[src/rtl/mme_pkg.sv]
// Shared types and constants for the matrix multiply engine.
// No dependencies; used by the core, the MAC datapath and the checker.
`timescale 1ns / 1ps

package mme_pkg;

    // Fixed field widths
    localparam int ELEM_W  = 16;   // Q8.8 element
    localparam int PROD_W  = 32;   // Q16.16 single product
    localparam int ACC_W   = 35;   // Q19.16 dot product
    localparam int IDX_W   = 3;    // row / column index fields
    localparam int DIM_W   = 4;    // size registers
    localparam int PADDR_W = 4;
    localparam int PDATA_W = 32;

    // Size register reset value
    localparam logic [DIM_W-1:0] DIM_RESET = 4'd8;

    // Item action codes
    typedef enum logic [1:0] {
        ACT_LOAD_A  = 2'd0,
        ACT_LOAD_B  = 2'd1,
        ACT_COMPUTE = 2'd2,
        ACT_NONE    = 2'd3
    } action_t;

    // Configuration register indexes (word address)
    typedef enum logic [1:0] {
        REG_ROWS_M  = 2'd0,
        REG_INNER_K = 2'd1,
        REG_COLS_N  = 2'd2,
        REG_UNUSED  = 2'd3
    } reg_idx_t;

    // Sequencer states
    typedef enum logic [2:0] {
        ST_IDLE  = 3'b001,
        ST_ISSUE = 3'b010,
        ST_DRAIN = 3'b100
    } state_t;

    // Control tag that travels with each multiply-accumulate step
    typedef struct packed {
        logic             valid;
        logic             first;      // first term of a dot product
        logic             last_k;     // final term of a dot product
        logic             last_elem;  // final element of the result matrix
        logic [IDX_W-1:0] row;
        logic [IDX_W-1:0] col;
    } mac_tag_t;

endpackage

[src/rtl/matrix_multiply_engine_core.sv]
// A load item never raises busy, so a load may follow every cycle. A compute item
// walks its dot products in turn, at a pace set by the single read port of each element
// store feeding one multiply-accumulate unit, and busy stays high through its final
// result. Results cannot be stalled. Reset clears the size registers to 8 and the
// sequencer; the element stores are not cleared and must be loaded before use.
`timescale 1ns / 1ps

module matrix_multiply_engine_core
#(
    parameter int MAX_DIM = 8
)
(
    input  logic                                  clk,
    input  logic                                  rst_n,
    // APB configuration port
    input  logic                                  psel,
    input  logic                                  penable,
    input  logic                                  pwrite,
    input  logic [mme_pkg::PADDR_W-1:0]           paddr,
    input  logic [mme_pkg::PDATA_W-1:0]           pwdata,
    output logic [mme_pkg::PDATA_W-1:0]           prdata,
    output logic                                  pready,
    // Item command
    input  logic                                  start,
    output logic                                  busy,
    input  logic [1:0]                            action,
    input  logic [mme_pkg::IDX_W-1:0]             row_index,
    input  logic [mme_pkg::IDX_W-1:0]             col_index,
    input  logic signed [mme_pkg::ELEM_W-1:0]     element_value,
    // Results
    output logic                                  out_valid,
    output logic [mme_pkg::IDX_W-1:0]             out_row,
    output logic [mme_pkg::IDX_W-1:0]             out_col,
    output logic signed [mme_pkg::ACC_W-1:0]      product_value,
    output logic                                  last
);

    localparam int DEPTH = MAX_DIM * MAX_DIM;
    localparam int AW    = $clog2(DEPTH);
    localparam int IW    = $clog2(MAX_DIM);

    // Configuration
    logic [mme_pkg::DIM_W-1:0] rows_m_reg;
    logic [mme_pkg::DIM_W-1:0] inner_k_reg;
    logic [mme_pkg::DIM_W-1:0] cols_n_reg;
    logic                      cfg_wr;
    mme_pkg::reg_idx_t         cfg_idx;

    // Sequencer
    mme_pkg::state_t state_reg;
    mme_pkg::state_t state_next;
    logic [IW-1:0]   i_reg, i_next;
    logic [IW-1:0]   j_reg, j_next;
    logic [IW-1:0]   t_reg, t_next;
    logic [IW-1:0]   mm1_reg, mm1_next;
    logic [IW-1:0]   km1_reg, km1_next;
    logic [IW-1:0]   nm1_reg, nm1_next;
    logic [IW-1:0]   mm1_eff, km1_eff, nm1_eff;
    logic            accept;
    logic            t_end, j_end, i_end;

    // Stores
    logic [mme_pkg::ELEM_W-1:0] a_mem [DEPTH];
    logic [mme_pkg::ELEM_W-1:0] b_mem [DEPTH];
    logic [mme_pkg::ELEM_W-1:0] a_rd_reg;
    logic [mme_pkg::ELEM_W-1:0] b_rd_reg;
    logic [AW-1:0]              wr_addr;
    logic [AW-1:0]              a_rd_addr;
    logic [AW-1:0]              b_rd_addr;
    logic                       wr_in_range;
    logic                       a_we, b_we;
    mme_pkg::mac_tag_t          issue_tag;
    mme_pkg::mac_tag_t          rd_tag_reg;

    // ---------------- configuration port ----------------
    assign pready  = 1'b1;
    assign cfg_idx = mme_pkg::reg_idx_t'(paddr[3:2]);
    assign cfg_wr  = psel & penable & pwrite & pready;

    always_ff @(posedge clk or negedge rst_n)
    begin
        if (!rst_n)
        begin
            rows_m_reg  <= mme_pkg::DIM_RESET;
            inner_k_reg <= mme_pkg::DIM_RESET;
            cols_n_reg  <= mme_pkg::DIM_RESET;
        end
        else if (cfg_wr)
        begin
            unique case (cfg_idx)
                mme_pkg::REG_ROWS_M:  rows_m_reg  <= pwdata[mme_pkg::DIM_W-1:0];
                mme_pkg::REG_INNER_K: inner_k_reg <= pwdata[mme_pkg::DIM_W-1:0];
                mme_pkg::REG_COLS_N:  cols_n_reg  <= pwdata[mme_pkg::DIM_W-1:0];
                default:              ;
            endcase
        end
    end

    // Register readback
    always_comb
    begin
        unique case (cfg_idx)
            mme_pkg::REG_ROWS_M:  prdata = mme_pkg::PDATA_W'(rows_m_reg);
            mme_pkg::REG_INNER_K: prdata = mme_pkg::PDATA_W'(inner_k_reg);
            mme_pkg::REG_COLS_N:  prdata = mme_pkg::PDATA_W'(cols_n_reg);
            default:              prdata = '0;
        endcase
    end

    // Effective sizes minus one: zero acts as one, oversize clamps to MAX_DIM
    function automatic logic [IW-1:0] dim_m1(input logic [mme_pkg::DIM_W-1:0] dim);
        logic [IW-1:0] r;
        if (dim == '0)
        begin
            r = '0;
        end
        else if (int'(dim) > MAX_DIM)
        begin
            r = IW'(MAX_DIM - 1);
        end
        else
        begin
            r = IW'(dim - mme_pkg::DIM_W'(1));
        end
        return r;
    endfunction

    assign mm1_eff = dim_m1(rows_m_reg);
    assign km1_eff = dim_m1(inner_k_reg);
    assign nm1_eff = dim_m1(cols_n_reg);

    // ---------------- sequencer ----------------
    assign busy   = (state_reg != mme_pkg::ST_IDLE);
    assign accept = start & ~busy;
    assign t_end  = (t_reg == km1_reg);
    assign j_end  = (j_reg == nm1_reg);
    assign i_end  = (i_reg == mm1_reg);

    always_comb
    begin
        state_next = state_reg;
        i_next     = i_reg;
        j_next     = j_reg;
        t_next     = t_reg;
        mm1_next   = mm1_reg;
        km1_next   = km1_reg;
        nm1_next   = nm1_reg;
        unique case (state_reg)
            mme_pkg::ST_IDLE:
            begin
                if (accept && action == mme_pkg::ACT_COMPUTE)
                begin
                    state_next = mme_pkg::ST_ISSUE;
                    i_next     = '0;
                    j_next     = '0;
                    t_next     = '0;
                    mm1_next   = mm1_eff;
                    km1_next   = km1_eff;
                    nm1_next   = nm1_eff;
                end
            end
            mme_pkg::ST_ISSUE:
            begin
                // Walk t innermost, then j, then i
                if (!t_end)
                begin
                    t_next = t_reg + IW'(1);
                end
                else
                begin
                    t_next = '0;
                    if (!j_end)
                    begin
                        j_next = j_reg + IW'(1);
                    end
                    else
                    begin
                        j_next = '0;
                        if (i_end)
                        begin
                            state_next = mme_pkg::ST_DRAIN;
                        end
                        else
                        begin
                            i_next = i_reg + IW'(1);
                        end
                    end
                end
            end
            mme_pkg::ST_DRAIN:
            begin
                if (out_valid && last)
                begin
                    state_next = mme_pkg::ST_IDLE;
                end
            end
            default:
            begin
                state_next = mme_pkg::ST_IDLE;
            end
        endcase
    end

    always_ff @(posedge clk or negedge rst_n)
    begin
        if (!rst_n)
        begin
            state_reg <= mme_pkg::ST_IDLE;
            i_reg     <= '0;
            j_reg     <= '0;
            t_reg     <= '0;
            mm1_reg   <= '0;
            km1_reg   <= '0;
            nm1_reg   <= '0;
        end
        else
        begin
            state_reg <= state_next;
            i_reg     <= i_next;
            j_reg     <= j_next;
            t_reg     <= t_next;
            mm1_reg   <= mm1_next;
            km1_reg   <= km1_next;
            nm1_reg   <= nm1_next;
        end
    end

    // ---------------- element stores ----------------
    assign wr_in_range = (int'(row_index) < MAX_DIM) && (int'(col_index) < MAX_DIM);
    assign wr_addr     = AW'(int'(row_index) * MAX_DIM + int'(col_index));
    assign a_we        = accept && action == mme_pkg::ACT_LOAD_A && wr_in_range;
    assign b_we        = accept && action == mme_pkg::ACT_LOAD_B && wr_in_range;
    assign a_rd_addr   = AW'(int'(i_reg) * MAX_DIM + int'(t_reg));
    assign b_rd_addr   = AW'(int'(t_reg) * MAX_DIM + int'(j_reg));

    // Loads and compute reads never overlap: loads are only taken while idle
    always_ff @(posedge clk)
    begin
        if (a_we)
        begin
            a_mem[wr_addr] <= element_value;
        end
        a_rd_reg <= a_mem[a_rd_addr];
    end

    always_ff @(posedge clk)
    begin
        if (b_we)
        begin
            b_mem[wr_addr] <= element_value;
        end
        b_rd_reg <= b_mem[b_rd_addr];
    end

    // Tag for the step being read this cycle
    always_comb
    begin
        issue_tag.valid     = (state_reg == mme_pkg::ST_ISSUE);
        issue_tag.first     = (t_reg == '0);
        issue_tag.last_k    = t_end;
        issue_tag.last_elem = t_end & j_end & i_end;
        issue_tag.row       = mme_pkg::IDX_W'(i_reg);
        issue_tag.col       = mme_pkg::IDX_W'(j_reg);
    end

    // Tag follows the read data
    always_ff @(posedge clk or negedge rst_n)
    begin
        if (!rst_n)
        begin
            rd_tag_reg <= '0;
        end
        else
        begin
            rd_tag_reg <= issue_tag;
        end
    end

    // ---------------- multiply-accumulate ----------------
    mme_mac u_mac
    (
        .clk           (clk),
        .rst_n         (rst_n),
        .tag_in        (rd_tag_reg),
        .a_data        (a_rd_reg),
        .b_data        (b_rd_reg),
        .out_valid     (out_valid),
        .last          (last),
        .out_row       (out_row),
        .out_col       (out_col),
        .product_value (product_value)
    );

endmodule

[src/rtl/mme_mac.sv]
// Multiply-accumulate datapath: registered 16x16 product, then 35-bit accumulation.
// Depends on mme_pkg for widths and the step tag struct.
`timescale 1ns / 1ps

module mme_mac
(
    input  logic                                 clk,
    input  logic                                 rst_n,
    input  mme_pkg::mac_tag_t                    tag_in,
    input  logic signed [mme_pkg::ELEM_W-1:0]    a_data,
    input  logic signed [mme_pkg::ELEM_W-1:0]    b_data,
    output logic                                 out_valid,
    output logic                                 last,
    output logic [mme_pkg::IDX_W-1:0]            out_row,
    output logic [mme_pkg::IDX_W-1:0]            out_col,
    output logic signed [mme_pkg::ACC_W-1:0]     product_value
);

    mme_pkg::mac_tag_t                   prod_tag_reg;
    mme_pkg::mac_tag_t                   acc_tag_reg;
    logic signed [mme_pkg::PROD_W-1:0]   prod_reg;
    logic signed [mme_pkg::PROD_W-1:0]   prod_next;
    logic signed [mme_pkg::ACC_W-1:0]    acc_reg;
    logic signed [mme_pkg::ACC_W-1:0]    acc_next;

    // Product stage
    assign prod_next = a_data * b_data;

    // Accumulate stage: restart on the first term of each dot product
    always_comb
    begin
        if (prod_tag_reg.first)
        begin
            acc_next = mme_pkg::ACC_W'(prod_reg);
        end
        else
        begin
            acc_next = acc_reg + mme_pkg::ACC_W'(prod_reg);
        end
    end

    // Step tags, registered alongside each stage
    always_ff @(posedge clk or negedge rst_n)
    begin
        if (!rst_n)
        begin
            prod_tag_reg <= '0;
            acc_tag_reg  <= '0;
        end
        else
        begin
            prod_tag_reg <= tag_in;
            acc_tag_reg  <= prod_tag_reg;
        end
    end

    // Datapath registers
    always_ff @(posedge clk)
    begin
        prod_reg <= prod_next;
        if (prod_tag_reg.valid)
        begin
            acc_reg <= acc_next;
        end
    end

    // A result is shown once its final term has been added
    assign out_valid     = acc_tag_reg.valid & acc_tag_reg.last_k;
    assign last          = acc_tag_reg.last_elem;
    assign out_row       = acc_tag_reg.row;
    assign out_col       = acc_tag_reg.col;
    assign product_value = acc_reg;

endmodule

[config.mk]
export PLATFORM = sky130hd
export DESIGN_NAME = matrix_multiply_engine_core
export DESIGN_NICKNAME = d
export VERILOG_FILES = /design/src/rtl/mme_pkg.sv /design/src/rtl/matrix_multiply_engine_core.sv /design/src/rtl/mme_mac.sv
export SDC_FILE = /design/constraint.sdc
export NUM_CORES = 2
export LEC_CHECK = 0
export BUFFER_PORTS_ARGS = -buffer_cell sky130_fd_sc_hd__buf_2
export CORE_UTILIZATION = 35
export DETAILED_ROUTE_END_ITERATION = 10
export GPL_TIMING_DRIVEN = 0
export SYNTH_ARGS = -nofsm -noshare
export SYNTH_HDL_FRONTEND = slang
export SYNTH_SLANG_ARGS = --single-unit
[constraint.sdc]
create_clock -name clk -period 5.6 [get_ports clk]
set_input_delay 0.84 -clock clk [delete_from_list [all_inputs] [get_ports clk]]
set_output_delay 0.84 -clock clk [all_outputs]
set_load 0.02 [all_outputs]
* Word-level counts from Yosys, hierarchy flattened
Memories as Yosys holds them, arrays and structs flattened. A register that Yosys moved wholly into a read port is not among the register bits.
Index checks and enable logic that the tools add are counted.
** Cells by class
- $add $sub $neg :: 10
- Multiply operators :: 1
- Order comparisons :: 3
- Equality and inequality tests :: 17
- Mux-type cells :: 28
- Bitwise gates (word level) :: 7
- Reduce and logical (&&, ||, !) cells :: 19
** Operators with widths (count)
- 3-bit 2-to-1 mux :: 18
- 35-bit by 32-bit adder with 35-bit output :: 1
- 35-bit 2-to-1 mux :: 1
- 16-bit by 16-bit multiplier with 32-bit output :: 1
- 6-bit by 3-bit adder with 6-bit output :: 3
- 3-bit one-hot mux with 2 select lines :: 3
- 4-bit > comparator (second input constant) :: 3
- 4-bit logical NOT :: 3
- 2-bit != test (second input constant) :: 6
- 4-bit one-hot mux with 3 select lines :: 1
- 2-bit AND reduction :: 5
- 5-bit AND reduction :: 2
- 3-bit by 1-bit adder with 3-bit output (second input constant) :: 3
- 3-bit == test :: 3
- 3-bit one-hot mux with 3 select lines :: 1
- 3-bit by 1-bit subtractor with 3-bit output (second input constant) :: 3
- 1-bit bitwise AND :: 6
- 2-bit by 1-bit == test with 1-bit output (second input constant) :: 2
- 2-bit == test (second input constant) :: 2
- 1-bit logical AND :: 4
- 2-bit logical NOT :: 2
- 1-bit 2-to-1 mux :: 4
- 3-bit by 1-bit == test with 1-bit output (second input constant) :: 1
- 3-bit by 2-bit == test with 1-bit output (second input constant) :: 1
- other kinds (6) :: 6
** Word-level totals
- Bits in registers :: 129
- Bits in writable memories :: 2048
- Logic and storage cells :: 116
- Memories :: 2
** Memories
- a_mem :: words 64, bits a word 16, read ports 1, clocked after memory_dff 1, write ports 1, RTL line matrix_multiply_engine_core.sv:63 : logic [mme_pkg::ELEM_W-1:0] a_mem [DEPTH];
- b_mem :: words 64, bits a word 16, read ports 1, clocked after memory_dff 1, write ports 1, RTL line matrix_multiply_engine_core.sv:64 : logic [mme_pkg::ELEM_W-1:0] b_mem [DEPTH];

* Depth between registers and ports, before layout
- Word-level depth :: 6
- Depth in mapped cells :: 24
- Gate-level depth less buffers :: 23

* By module
From an unflattened synthesis, not the netlist that was laid out.
** Unflattened totals
- Cells, all modules :: 5332
- Area total of the unflattened synthesis :: 95789.4 sq um
** Modules (own cells, without submodules)
- matrix_multiply_engine_core :: instances 1, cells each 3830, area an instance 81583.2 sq um
- mme_mac :: instances 1, cells each 1502, area an instance 14206.1 sq um

* Worst setup path after synthesis
OpenSTA, ideal clock, no wires.
- Path type :: flip-flop to flip-flop
- Start :: register b_rd_reg[7] in the netlist's numbering, read port of b_mem
- End :: register u_mac.prod_reg[28] in the netlist's numbering
- Library setup time :: 123 ps
- Data arrival time :: 5902 ps
- Required time :: 5477 ps
- Setup slack :: -425 ps
- Cell stages (with the launch flop) :: 24
- Period minus slack after synthesis :: 6025 ps
- Cells stage by stage :: dfxtp_1 > clkbuf_1 > nand2_1 > fa_1 > inv_1 > fa_1 > inv_1 > fa_1 > inv_1 > fa_1 > fa_1 > inv_1 > fa_1 > inv_1 > ha_1 > nand4_1 > nor2_1 > a2111oi_2 > o31ai_4 > a31oi_2 > a211oi_4 > a311oi_2 > o21bai_1 > xor2_1
** On the way
- Longest elaborated chain between the ends :: 1
** RTL lines
- start: declaration :: RTL line matrix_multiply_engine_core.sv:66 : logic [mme_pkg::ELEM_W-1:0] b_rd_reg;
- 16-bit by 16-bit multiplier with 32-bit output :: RTL line mme_mac.sv:27 : assign prod_next = a_data * b_data;
- named net u_mac.prod_next (one bit) :: RTL line mme_mac.sv:22 : logic signed [mme_pkg::PROD_W-1:0] prod_next;
- end signal: assignment :: RTL line mme_mac.sv:60 : prod_reg <= prod_next;
- end: declaration :: RTL line mme_mac.sv:21 : logic signed [mme_pkg::PROD_W-1:0] prod_reg;
The timed path passes the listed nets, and every way through them passes these cells.
A chain may end at the register's enable or synchronous reset.

* Final worst setup path
- Start :: register a_rd_reg[8] in the netlist's numbering, read port of a_mem
- End :: register u_mac.prod_reg[28] in the netlist's numbering
** On the way
- Longest elaborated chain between the ends :: 1
** RTL lines
- start: declaration :: RTL line matrix_multiply_engine_core.sv:65 : logic [mme_pkg::ELEM_W-1:0] a_rd_reg;
- 16-bit by 16-bit multiplier with 32-bit output :: RTL line mme_mac.sv:27
- named net u_mac.prod_next (one bit) :: RTL line mme_mac.sv:22
The timed path passes the listed nets, and every way through them passes these cells.

==> summary.txt <==
Timing
  – Unrepaired setup endpoints after global routing: true
  – Slew at the pin with the worst max-slew slack: 1.300 ns
  – Relative slew slack: 0.1336
  – Maximum clock skew at final layout: 0.08837 ns
  – Number of max-slew violations in the final report: 0
  – Setup slack after layout: -0.3122 ns
  – Final worst-path cycle share: 1.056
  – Endpoints failing setup: 8
  – Highest clock rate: 169.1 MHz
  – Number of hold violations in the final report: 0
  – Final period demand of the worst path: 5.912 ns
  – Sum of negative setup slack: -1.731 ns

Run
  – Maximum capacitance violations: 0

Floorplan
  – Vertical die dimension: 523.2 microns
  – Effective utilization at floorplan: 0.3533
  – Number of core rows: 190
  – Count of boundary I/O pins: 143
  – Area of the die: 273700 sq um
  – Core box area: 269100 sq um
  – Chip width: 523.2 microns

Synth
  – Multiplexer share of the synthesized area: 0.1616
  – Arithmetic-cell share of the synthesized area counting full adders, half adders and majority gates: 0.07157
  – Largest family of logic cells by synthesized area: multiplexers
  – XOR/XNOR Fraction of Synth Area: 0.006080
  – Syn Inst Count: 4814
  – Simple-Gate Fraction of Synth Area: 0.03088
  – Number of enable-type register cells in the synthesized netlist: 2083
  – Seq cells post-synth: 2209
  – Share of async-settable or async-resettable flops after synthesis: 0.02807
  – Register area share after synthesis: 0.6878
  – Most used flip-flop cell after synthesis: edfxtp_1
  – Area of the mapped netlist: 95070 sq um
  – Count of different cell masters after synthesis: 72
  – Share of the synthesized area in compound gates (AO/OA/AOI/OAI): 0.01574
  – Synth Area per Inst: 19.75 sq um
  – Number of warnings issued by yosys: 0

CTS
  – TritonCTS clock tree: done
  – Post-cts hold buffer count: 0
  – Clk_lat worst skew: 0.88 ns
  – Post-CTS clock slew at the launch and capture registers of the worst setup and hold paths: 0.07 ns
  – Root Buffer: clkbuf_16
  – H-tree levels: 4
  – Number of sinks handled by clock tree synthesis: 2209
  – TritonCTS Buffers: 220
  – Maximum number of buffers from clock root to sink: 3

GRT
  – Number of global-route vias before repair: 48910
  – First-pass GRT wire length: 348.5 mm
  – Number of antenna violations at the first check in global routing: 17
  – Maximum number of pins on one net before global-route repair: 101
  – Total routing usage reported by global routing: 0.1769
  – Gr ovfl total: 0

Finish
  – Total Nets Final: 5805
  – Post-synthesis to final-layout area growth: 17.44%
  – Share of final-layout standard cells stronger than drive strength 1: 0.3052
  – Layout fillers: 23420
  – Non-filler cells in the finished layout: 9101

Pwr
  – Worst IR Drop VDD: 0.001437 V
  – Power per Cell Area: 562.4 nW/um^2
  – Static leakage: 36.90 nW
  – Total Power Consumption: 62.79 mW

Critical path
  – Critical path's slowest cell: fa_2
  – Arrival time worst endpoint: 6.65 ns
  – Most prevalent standard cell on the critical path: fa_1
  – Maximum cell stage delay along the critical path: 0.63 ns
  – Endpoint type of the worst setup path: flop
  – Critical-path maximum fanout: 6
  – Kind of start point of the critical path: flop
  – Ordered cell list for the critical path: clkbuf_16 -> nand2_1 -> fa_1 -> inv_2 -> fa_1 -> fa_2 -> fa_2 -> fa_1 -> inv_1 -> fa_1 -> inv_2 -> ha_4 -> nand4_1 -> nor2_4 -> a2111oi_4 -> o31ai_4 -> a31oi_4 -> a211oi_4 -> a311oi_4 -> o21bai_1 -> xor2_1
  – Path type of the worst setup path: reg2reg
  – Worst EP required: 6.34 ns

Place
  – Quantity of I/O buffers inserted on ports: 76
  – Setup slack after placement: -1.012 ns
  – Final GP Congestion: 0.8642
  – Inst Count DP: 8606
  – Dpl hpwl: 166.0 mm

Detailed routing
  – Via total after detailed routing: 47430
  – Initial drt markers: 4817
  – Detail-routed via count per cell: 5.211
  – Routed wirelength normalized by instance count: 26.49 microns
  – Remaining routing DRC violations: 0
  – DRT Wirelength: 241.1 mm
  – Post-route ant nets: 0
  – First drt pass iteration count: 6

Status
  – Violations in the final reports: negative setup slack
  – Run status: finished, violations left

Hold path
  – Hold/Removal Path Class: in2async
worst paths after layout:
| kind | slack [ns] | depth (start not counted) | to | start |
|---|---|---|---|---|
| setup / recovery | -0.31 | 21 | u_mac.prod_reg[28] | a_rd_reg[8] |
| hold / removal | 0.05 | 1 | i_reg[0] | rst_n |
| setup reg to reg | -0.31 | 21 | u_mac.prod_reg[28] | a_rd_reg[8] |
| hold reg to reg | 0.35 | 0 | u_mac.prod_tag_reg[5] | rd_tag_reg[5] |
| max in group asynchronous | 4.91 | 1 | t_reg[1] | rst_n |
| min in group clk | 0.25 | 3 | rows_m_reg[1] | pwdata[1] |
cells in the final DEF, fill, tap and decap left out, types with 16 or more instances in the layout:
cell type  instances
nand3_1           26
inv_2             19
a21oi_1           40
nand2b_1          16
xor2_1            26
o21ai_0           54
buf_6             32
clkinv_2          49
edfxtp_1        2083
buf_1             19
clkbuf_1         143
buf_2            111
fa_2              17
bufinv_16         21
dfxtp_1           33
conb_1            29
inv_1            332
mux4_2           672
dfxtp_4           31
nor2_1            55
buf_4            109
nor2_2           130
a21o_1            25
xnor2_1           39
nand2_1          220
clkinv_1          40
ha_1             113
fa_1             246
buf_16            20
and2_1           112
buf_8            116
dfrtp_1           57
clkbuf_16        236
clkbuf_8          17
synth_stat cells (all sizes together) (25+ instances only):
cell | n | area [sq um]
a21o | 25 | 187.7
a21oi | 44 | 224.0
and2 | 120 | 750.7
buf | 115 | 684.4
clkbuf | 131 | 491.7
dfrtp | 58 | 1451
dfxtp | 64 | 1281
edfxtp | 2083 | 62550
fa | 263 | 5265
ha | 123 | 1539
inv | 352 | 1321
mux4 | 672 | 15130
nand2 | 226 | 848.3
nand3 | 26 | 130.1
nor2 | 186 | 698.2
o21ai | 67 | 339.1
xnor2 | 40 | 350.3
xor2 | 26 | 227.7
layer usage:
| metal | routed length (microns) | global-route usage | vias to the layer above |
|---|---|---|---|
| met5 | 7 | 0 | - |
| met4 | 5917 | 0.04682 | 2 |
| met3 | 16780 | 0.03315 | 308 |
| li1 | - | - | 19920 |
| met2 | 119200 | 0.2930 | 1657 |
| met1 | 99140 | 0.2393 | 25540 |
kinds of logic after synthesis:
group                      after synthesis
DFF                                   2209
buffers and inverters                  598
adders and majority gates              386
muxes                                  693
xor gates and xnor gates                66
AOI/OAI and AO/OA                      223
and+or+nand+nor                        637
other                                    2
critical path, delay by kind of cell (launching register included):
kind / cells / cell delay [ns]
compound gates: 6 / 1.33
xor+xnor: 1 / 0.14
fa+ha+maj: 7 / 3.33
buf+inv: 4 / 0.31
flops: 1 / 0.42
simple gates: 3 / 0.29
where the power goes:
group	total [mW]	switching (mW)	internal (mW)	leakage, nW
Sequential	18.9	0.202	18.7	20.1
Clock	14.8	6.46	8.39	3.58
Combinational	29.0	15.1	13.9	13.2
Total	62.8	21.7	41.1	36.9
stage by stage:
step             util  instance area (sq um)  hold slack [ns]
6_report       0.4149                 111600          0.05214
5_1_grt        0.4148                 111600          0.07312
4_1_cts        0.4140                 111400         0.007252
3_5_place_dp   0.3824                 102900           0.3347
3_3_place_gp   0.3724                 100200           0.3349
2_1_floorplan       -                  95380           0.3312
final cells by class:
type / instances / area (sq um) / share of cell area
well taps: 3552 / 4444 / 0.03981
diodes: 8 / 20.02 / 0.0001793
repair buffers: 290 / 3403 / 0.03048
plain buffers: 246 / 1645 / 0.01474
flip-flops and latches: 2209 / 65510 / 0.5867
clock inverters: 138 / 1513 / 0.01355
multi-input cells: 2034 / 27980 / 0.2506
clock buffers: 272 / 5813 / 0.05207
inverters: 352 / 1325 / 0.01187
what timing repair did:
item | CTS | global route
resized for setup | 170 | 48
hold endpoints to repair | 0 | 0
setup endpoints to repair | 17 | 12
pin swaps | 46 | 40
buffers inserted | 65 | 12
No activity file was read; power rests on OpenSTA's default activity.
